## config.mk

```make
export PLATFORM = sky130hd
export DESIGN_NAME = tsnms_front_flat
export DESIGN_NICKNAME = d
export VERILOG_FILES = /design/src/hw/rtl/tsnms_pkg.sv /design/src/hw/rtl/tsnms_ifs.sv /design/src/hw/rtl/tsnms_front.sv /design/src/flat_wrapper.sv
export SDC_FILE = /design/constraint.sdc
export NUM_CORES = 1
export LEC_CHECK = 0
export BUFFER_PORTS_ARGS = -buffer_cell sky130_fd_sc_hd__buf_4
export CORE_MARGIN = 2
export CORE_UTILIZATION = 25
export CTS_CLUSTER_SIZE = 16
export DETAILED_ROUTE_END_ITERATION = 10
export GPL_TIMING_DRIVEN = 0
export PLACE_DENSITY = 0.52
export SKIP_LAST_GASP = 1
export SYNTH_ARGS = -nofsm -noshare
export SYNTH_HDL_FRONTEND = slang
export SYNTH_SLANG_ARGS = --single-unit
export TNS_END_PERCENT = 1
```

## constraint.sdc

```tcl
create_clock -name clk -period 14.5 [get_ports clk]
set_input_delay 0.725 -clock clk [delete_from_list [all_inputs] [get_ports clk]]
set_output_delay 0.725 -clock clk [all_outputs]
set_load 0.005 [all_outputs]
```

## src/hw/rtl/tsnms_pkg.sv

```systemverilog
// Shared types and constants for the top-K box NMS block.
// No dependencies.
package tsnms_pkg;

    localparam int MAX_TOP_K_DEF = 64;
    localparam int TOPK_W        = 7;
    localparam int NMS_W         = 9;
    localparam int RANK_W        = 6;
    localparam int AREA_W        = 26;

    localparam logic [1:0] CFG_SCORE_THRESH = 2'd0;
    localparam logic [1:0] CFG_TOP_K        = 2'd1;
    localparam logic [1:0] CFG_NMS_THRESH   = 2'd2;

    localparam logic [15:0]       SCORE_THRESH_RST = 16'd39322;
    localparam logic [TOPK_W-1:0] TOP_K_RST        = 7'd64;
    localparam logic [NMS_W-1:0]  NMS_THRESH_RST   = 9'd77;

    typedef struct packed {
        logic signed [15:0] x;
        logic signed [15:0] y;
        logic [12:0]        w;
        logic [12:0]        h;
    } box_t;

    typedef struct packed {
        box_t        box;
        logic [15:0] score;
        logic [3:0]  cls;
        logic [1:0]  color;
    } entry_t;

    typedef struct packed {
        entry_t ent;
        logic   pass;
        logic   frame_end;
    } item_t;

    typedef struct packed {
        entry_t            ent;
        logic [RANK_W-1:0] rank;
        logic              last;
        logic              none;
    } result_t;

    typedef struct packed {
        logic [15:0]       score_thresh;
        logic [TOPK_W-1:0] top_k;
        logic [NMS_W-1:0]  nms_thresh;
    } cfg_t;

endpackage

```

## src/hw/rtl/tsnms_ifs.sv

```systemverilog
// Handshake channel interfaces: proposals in, results out, register writes.
// No dependencies.
interface tsnms_in_if;
    logic               valid;
    logic               ready;
    logic signed [15:0] box_x;
    logic signed [15:0] box_y;
    logic [12:0]        box_w;
    logic [12:0]        box_h;
    logic [15:0]        score;
    logic [3:0]         class_tag;
    logic [1:0]         color_tag;
    logic               frame_end;

    modport source (output valid, box_x, box_y, box_w, box_h, score, class_tag,
                    color_tag, frame_end, input ready);
    modport sink (input valid, box_x, box_y, box_w, box_h, score, class_tag,
                  color_tag, frame_end, output ready);
endinterface


```

## src/hw/rtl/tsnms_front.sv

```systemverilog
// Front end: takes proposals, applies the score threshold, queues them (2 deep).
// Depends on tsnms_pkg and tsnms_ifs.
module tsnms_front
    import tsnms_pkg::*;
(
    input  logic        clk,
    input  logic        rst_n,
    tsnms_in_if.sink    prop_in,
    input  logic [15:0] score_thresh,
    output logic        q_valid,
    output item_t       q_item,
    input  logic        q_pop
);

    item_t      slot_reg [2];
    logic       wr_ptr_reg, wr_ptr_next;
    logic       rd_ptr_reg, rd_ptr_next;
    logic [1:0] cnt_reg, cnt_next;
    logic       push, pop;
    item_t      new_item;

    assign prop_in.ready = (cnt_reg != 2'd2);
    assign push          = prop_in.valid && prop_in.ready;
    assign q_valid       = (cnt_reg != 2'd0);
    assign pop           = q_pop && q_valid;
    assign q_item        = slot_reg[rd_ptr_reg];

    always_comb
    begin
        new_item.ent.box.x = prop_in.box_x;
        new_item.ent.box.y = prop_in.box_y;
        new_item.ent.box.w = prop_in.box_w;
        new_item.ent.box.h = prop_in.box_h;
        new_item.ent.score = prop_in.score;
        new_item.ent.cls   = prop_in.class_tag;
        new_item.ent.color = prop_in.color_tag;
        new_item.pass      = (prop_in.score >= score_thresh);
        new_item.frame_end = prop_in.frame_end;
    end

    always_comb
    begin
        wr_ptr_next = push ? ~wr_ptr_reg : wr_ptr_reg;
        rd_ptr_next = pop ? ~rd_ptr_reg : rd_ptr_reg;
        cnt_next    = cnt_reg;
        if (push && !pop)
        begin
            cnt_next = cnt_reg + 2'd1;
        end
        else if (pop && !push)
        begin
            cnt_next = cnt_reg - 2'd1;
        end
    end

    always_ff @(posedge clk or negedge rst_n)
    begin
        if (!rst_n)
        begin
            wr_ptr_reg <= 1'b0;
            rd_ptr_reg <= 1'b0;
            cnt_reg    <= 2'd0;
        end
        else
        begin
            wr_ptr_reg <= wr_ptr_next;
            rd_ptr_reg <= rd_ptr_next;
            cnt_reg    <= cnt_next;
        end
    end

    always_ff @(posedge clk)
    begin
        if (push)
        begin
            slot_reg[wr_ptr_reg] <= new_item;
        end
    end

endmodule

```

## src/flat_wrapper.sv

```systemverilog
// flat-port wrapper written by rule: the top's interface ports become plain ports
module tsnms_front_flat import tsnms_pkg::*;
  (clk, rst_n, score_thresh, q_valid, q_item, q_pop, prop_in_valid, prop_in_box_x, prop_in_box_y, prop_in_box_w, prop_in_box_h, prop_in_score, prop_in_class_tag, prop_in_color_tag, prop_in_frame_end, prop_in_ready);
  tsnms_in_if prop_in_i ();
  input  logic clk;
  input  logic rst_n;
  input  logic [15:0] score_thresh;
  output logic q_valid;
  output item_t q_item;
  input  logic q_pop;
  input wire logic [$bits(prop_in_i.valid)-1:0] prop_in_valid;
  input wire logic [$bits(prop_in_i.box_x)-1:0] prop_in_box_x;
  input wire logic [$bits(prop_in_i.box_y)-1:0] prop_in_box_y;
  input wire logic [$bits(prop_in_i.box_w)-1:0] prop_in_box_w;
  input wire logic [$bits(prop_in_i.box_h)-1:0] prop_in_box_h;
  input wire logic [$bits(prop_in_i.score)-1:0] prop_in_score;
  input wire logic [$bits(prop_in_i.class_tag)-1:0] prop_in_class_tag;
  input wire logic [$bits(prop_in_i.color_tag)-1:0] prop_in_color_tag;
  input wire logic [$bits(prop_in_i.frame_end)-1:0] prop_in_frame_end;
  output wire logic [$bits(prop_in_i.ready)-1:0] prop_in_ready;
  assign prop_in_i.valid = prop_in_valid;
  assign prop_in_i.box_x = prop_in_box_x;
  assign prop_in_i.box_y = prop_in_box_y;
  assign prop_in_i.box_w = prop_in_box_w;
  assign prop_in_i.box_h = prop_in_box_h;
  assign prop_in_i.score = prop_in_score;
  assign prop_in_i.class_tag = prop_in_class_tag;
  assign prop_in_i.color_tag = prop_in_color_tag;
  assign prop_in_i.frame_end = prop_in_frame_end;
  assign prop_in_ready = prop_in_i.ready;
  tsnms_front u_core (.clk(clk), .rst_n(rst_n), .prop_in(prop_in_i), .score_thresh(score_thresh), .q_valid(q_valid), .q_item(q_item), .q_pop(q_pop));
endmodule
```

==> results.yml, run 1 <==
outcome:
  status: "finished clean"
setup_path:
  crit_required_ps: 13780
  crit_type: "flop to primary output"
  worst_ep_arrival_time_ps: 1910
  worstSetupStartpointType: "flop"
  end_kind: "primary output"
  worst-path-max-fanout: 10
floorplanning:
  initial_core_util_pct: 25.6
  dieArea_sq_um: 27300
  core_sq_um: 25300
  pin_count: 185
  die_h_um: 165
  rows: 58
  die_x_um: 165
clock_tree:
  clkSinkCount: 168
  cts_max_path_buffers: 2
  cts_buffers: 17
  tritoncts: "built"
  post_cts_resized: 0
  clock-root-buffer: "clkbuf_16"
  clock_latency_ps: 420
  postCtsSetupRepairBufs: 0
  cts_hold_buf: 0
  cts_htree_levels: 4
  clkTransAtPathRegs_ps: 60
timing:
  clock.fmax_mhz: 379
  finClkSkew_ps: 9.00
  slew-limit-headroom_pct: 44.6
  rsz0062_at_grt: "no"
  fin_crit_ps: 2640
  setup_viol: 0
  slew_violations: 0
  worstMarginPinSlew_ps: 829
  hold_viol_final: 0
  fin_setup_tns_ps: 0
  fin_crit_sh_pct: 18.2
run:
  drv_cap: 0
detailed_routing:
  met3_length_um: 962
  firstDrtPassIters: 6
  route.detailed.drc: 0
  vias_per_cell: 4.10
  postRouteAntennaNets: 0
  wl_per_cell_um: 15.9
  dr_wl_met2_um: 7260
  top_layer_used: "met4"
  met1_length_um: 5620
  vias: 3597
  wl_um: 13900
  drt_iter0_markers: 217
finish:
  diodes: 0
  final_nets: 652
  area_growth_pct: 37.4
  layout.cells.non_filler: 877
  drive_gt1_share_pct: 53.7
  design_area_sq_um: 8920
  largest_reg_flops: 164
power:
  power_leakage_uw: 0.00341
  vdd_ir_drop_max_v: 0.0000572
  powerDensity_nw_per_um2: 182
synth:
  syn-num-nets: 446
  synth_top_area_share_pct: 75.9
  synth_area_leader_cell: "edfxtp_1"
  yosysUniqueCellTypes: 26
  yosys-top-cells-count: "164 x edfxtp_1, 65 x mux2_2, 17 x ha_1, 17 x inv_1, 17 x mux2_1"
  synthFlopType: "edfxtp_1"
  synth_cells: 328
  synthArstFlopShare_pct: 2.38
  synth_seq_area_share_pct: 77.4
  synth-edff-count: 164
  yosys_warnings: 0
  synth_seq_cells: 168
  yosys-top-cells-area: "edfxtp_1 76%, mux2_2 11%, ha_1 3.3%"
  synth_most_common_cell: "edfxtp_1"
  netlist_area_sq_um: 6490
  synth.avg_cell_area_sq_um: 19.8
place:
  io_buffer_count: 184
  place_inst: 845
  place_area_sq_um: 8360
  dpl.hpwl_um: 9990
  place_congestion: 0.777
global_routing:
  grt_first_pass_wirelength_um: 20700
  grt_overflow: 0
  grt_pass1_vias: 3980
  grt_start_max_net_pins: 44
  track_usage_pct: 10.2
  antenna_found_initial: 0
worst_hold_path:
  hold_class: "input port to asynchronous set/reset pin"
## where the power goes
group / internal, uW / switching, uW
registers: 663 / 24.2
logic: 274 / 237
clock network: 238 / 188
total: 1180 / 449
## routing by layer
layer / track usage [%] / vias up
met4: 2.81 / 0
met3: 3.50 / 5
met5: 0 / -
met2: 18.7 / 127
met1: 11.1 / 1783
li1: - / 1682
## placed cells by master, fill, tap and decap left out, types with 2 or more instances in the layout
cell / instances
clkinv_2: 2
clkinvlp_4: 3
xnor2_1: 3
buf_12: 2
inv_6: 2
inv_1: 17
buf_2: 9
nor2_1: 3
mux2_1: 17
clkbuf_16: 17
clkinv_4: 3
mux2_2: 65
ha_1: 17
clkinv_1: 2
o21ai_0: 2
buf_4: 184
a21oi_1: 6
xor2_1: 2
dfrtp_1: 4
edfxtp_1: 164
nand2_1: 5
## path summary, 6_finish.rpt
path	from	end	slack [ps]	depth (start not counted)
setup / recovery	u_core.rd_ptr_reg$_DFFE_PN0P_	q_item[62]	11860	4
hold / removal	rst_n	u_core.cnt_reg[0]$_DFFE_PN0P_	100	1
setup reg to reg	u_core.cnt_reg[0]$_DFFE_PN0P_	u_core.slot_reg[0][11]$_DFFE_PP_	12440	4
hold reg to reg	u_core.cnt_reg[1]$_DFFE_PN0P_	u_core.cnt_reg[1]$_DFFE_PN0P_	500	1
max in group asynchronous	rst_n	u_core.rd_ptr_reg$_DFFE_PN0P_	14300	1
min in group clk	prop_in_class_tag[3]	u_core.slot_reg[1][7]$_DFFE_PP_	490	1
## logic make-up (layout without fill, tap and decap cells)
kind of cell             Yosys count  count (layout)  synth area share, %
AND/OR/NAND/NOR                   19              19                 1.72
XOR/XNOR                           5               5                0.675
buffers and inverters             26             245                 1.68
flip-flops                       168             168                 77.4
AO/OA/AOI/OAI                     11              11                0.984
adder cells (fa/ha/maj)           17              17                 3.28
multiplexers                      82              82                 14.2
## layout make-up
cell class | instances | area, sq um
inverters | 17 | 63.8
fillers | 2442 | 16400
clock buffers | 18 | 429
repair buffers | 187 | 1450
plain buffers | 9 | 45.0
well taps | 330 | 413
flip-flops and latches | 168 | 5020
clock inverters | 14 | 125
multi-input cells | 134 | 1370
## stage by stage
stage | setup slack (ps) | power [uW] | util [%] | hold slack, ps
3_3_place_gp | 7600 | 1220 | 32.7 | 474
2_1_floorplan | 9740 | 950 | - | 429
4_1_cts | 11740 | 1660 | 35.2 | 69.6
6_report | 11860 | 1620 | 35.2 | 100
3_5_place_dp | 12190 | 1230 | 33.0 | 482
5_1_grt | 11680 | 1720 | 35.2 | 68.6
## critical path, stage by stage, from the launching register on
cell     delay [ps]
dfrtp_1         340
buf_2           290
buf_2           340
mux2_2          370
buf_4           150
Note: power is estimated with default switching activity, not from simulation.
==> run 2, diff against run 1 <==
PLACE_DENSITY = 0.54   (was 0.52)
clock period = 2.15 ns   (was 14.5 ns; I/O delays follow)
==> results.yml, run 2 (synthesized netlist as in run 1, its figures left out) <==
outcome:
  status: "finished clean"
clock_tree:
  clock_latency_ps: 410
  clkSinkCount: 168
  cts_buffers: 17
  clkTransAtPathRegs_ps: 60
  cts_max_path_buffers: 2
  cts_htree_levels: 4
  clock-root-buffer: "clkbuf_16"
  tritoncts: "built"
floorplanning:
  initial_core_util_pct: 25.6
  dieArea_sq_um: 27300
  die_h_um: 165
  core_sq_um: 25300
  rows: 58
  pin_count: 185
  die_x_um: 165
timing:
  fin_setup_tns_ps: 0
  setup_viol: 0
  rsz0062_at_grt: "yes"
  clock.fmax_mhz: 493
  slew-limit-headroom_pct: 68.3
  finClkSkew_ps: 7.30
  worstMarginPinSlew_ps: 475
  fin_crit_ps: 2030
  fin_hold_ws_ps: 22.5
  slew_violations: 0
  hold_viol_final: 0
  fin_crit_sh_pct: 94.3
worst_hold_path:
  worstHoldPathCells: 3
  worstHoldStart: "q_pop"
  hold_class: "input port to flop"
global_routing:
  grt_start_max_net_pins: 54
  antenna_found_initial: 2
  grt_pass1_vias: 4228
  track_usage_pct: 10.6
  grt_overflow: 0
  grt_first_pass_wirelength_um: 21700
setup_path:
  crit_type: "flop to primary output"
  cp_slowest_cell: "mux2_2"
  worst-path-max-fanout: 10
  worst_ep_arrival_time_ps: 1920
  timing.rr.start: "u_core.cnt_reg[0]$_DFFE_PN0P_"
  rr_worst_depth: 6
  crit_required_ps: 2040
  worstSetupStartpointType: "flop"
  path_buf_inv: 3
  end_kind: "primary output"
  crit_chain: "buf_2, buf_2, mux2_2, buf_4"
  startpoint: "u_core.rd_ptr_reg$_DFFE_PN0P_"
  cp_common_cell: "buf_2"
  cp_slowest_stage_delay_ps: 390
  cp_top_family: "buffers and inverters"
  path_depth: 4
finish:
  design_area_sq_um: 9800
  drive_gt1_share_pct: 47.1
  area_growth_pct: 51.0
  final_nets: 736
  mostFrequentLayoutCells: "185 x buf_4, 164 x edfxtp_1, 82 x dlygate4sd3_1, 65 x mux2_2"
  largest_reg_flops: 164
  fill_cells: 2375
  layout.cells.non_filler: 962
  final_common_cell: "buf_4"
detailed_routing:
  postRouteAntennaNets: 0
  drt_iter0_markers: 167
  firstDrtPassIters: 4
  route.detailed.drc: 0
  vias: 3891
  vias_per_cell: 4.04
  wl_um: 14600
  wl_per_cell_um: 15.1
place:
  dpl.hpwl_um: 10100
  place_inst: 846
  place_area_sq_um: 8390
  io_buffer_count: 184
  place_congestion: 0.820
run:
  drv_cap: 0
power:
  powerDensity_nw_per_um2: 1150
  power_leakage_uw: 0.00378
  vdd_ir_drop_max_v: 0.000621
  finalPower_uw: 11200
[run 2: cell types whose count changed in the layout (fill, tap and decap cells not counted), sizes merged]
cell,change
inv,+2
clkinv,-3
bufinv,+1
dlygate4sd3,+82
diode,+2
buf,+1
[run 2: cell type report]
cell class | count | area, sq um | area share, %
sequential | 168 | 5020 | 51.3
timing repair buffer | 271 | 2300 | 23.5
multi-input combinational | 134 | 1370 | 14.0
clock buffer | 17 | 425 | 4.34
tap | 330 | 413 | 4.21
clock inverter | 14 | 148 | 1.51
inverter | 17 | 63.8 | 0.651
buffer | 9 | 47.5 | 0.485
antenna | 2 | 5.00 | 0.0511
[run 2: metal layers]
metal	global-route usage [%]	vias to the layer above	wire [um]
met5	0	-	0
met4	3.28	0	195
met3	4.02	13	1040
met2	18.8	128	7420
met1	11.7	1897	5920
li1	-	1853	-
[run 2: metrics by stage]
step / setup WS (ps) / util, %
2_1_floorplan: -161 / -
6_report: 123 / 38.7
3_5_place_dp: -67.5 / 33.1
4_1_cts: 17.3 / 38.7
3_3_place_gp: -913 / 32.7
5_1_grt: -21.7 / 38.7
[run 2: worst paths after layout]
kind                       slack (ps)                              end
max                               120                       q_item[13]
min                                20    u_core.rd_ptr_reg$_DFFE_PN0P_
max reg2reg                       340  u_core.slot_reg[0][0]$_DFFE_PP_
min reg2reg                       500    u_core.cnt_reg[1]$_DFFE_PN0P_
max in group asynchronous        1990    u_core.cnt_reg[0]$_DFFE_PN0P_
min in group asynchronous          60    u_core.cnt_reg[1]$_DFFE_PN0P_
[run 2: what timing repair did]
action / CTS / global route
pin swaps: 1 / 0
endpoints found under the hold margin: 166 / 0
hold buffers: 82 / 0
gates resized for setup: 0 / 1
endpoints found under the setup margin: 17 / 11
cloned: 0 / 0
buffers inserted: 1 / 0
[run 2: power by group]
group / switching, uW / internal [uW]
Sequential: 167 / 4470
Clock: 1280 / 1720
Combinational: 1620 / 1990
[run 2: tightest hold or removal path: cells and delay by family]
| kind | cells | cell delay, ps |
|---|---|---|
| xor+xnor | 1 | 70 |
| buf+inv | 1 | 110 |
| simple gates | 1 | 100 |
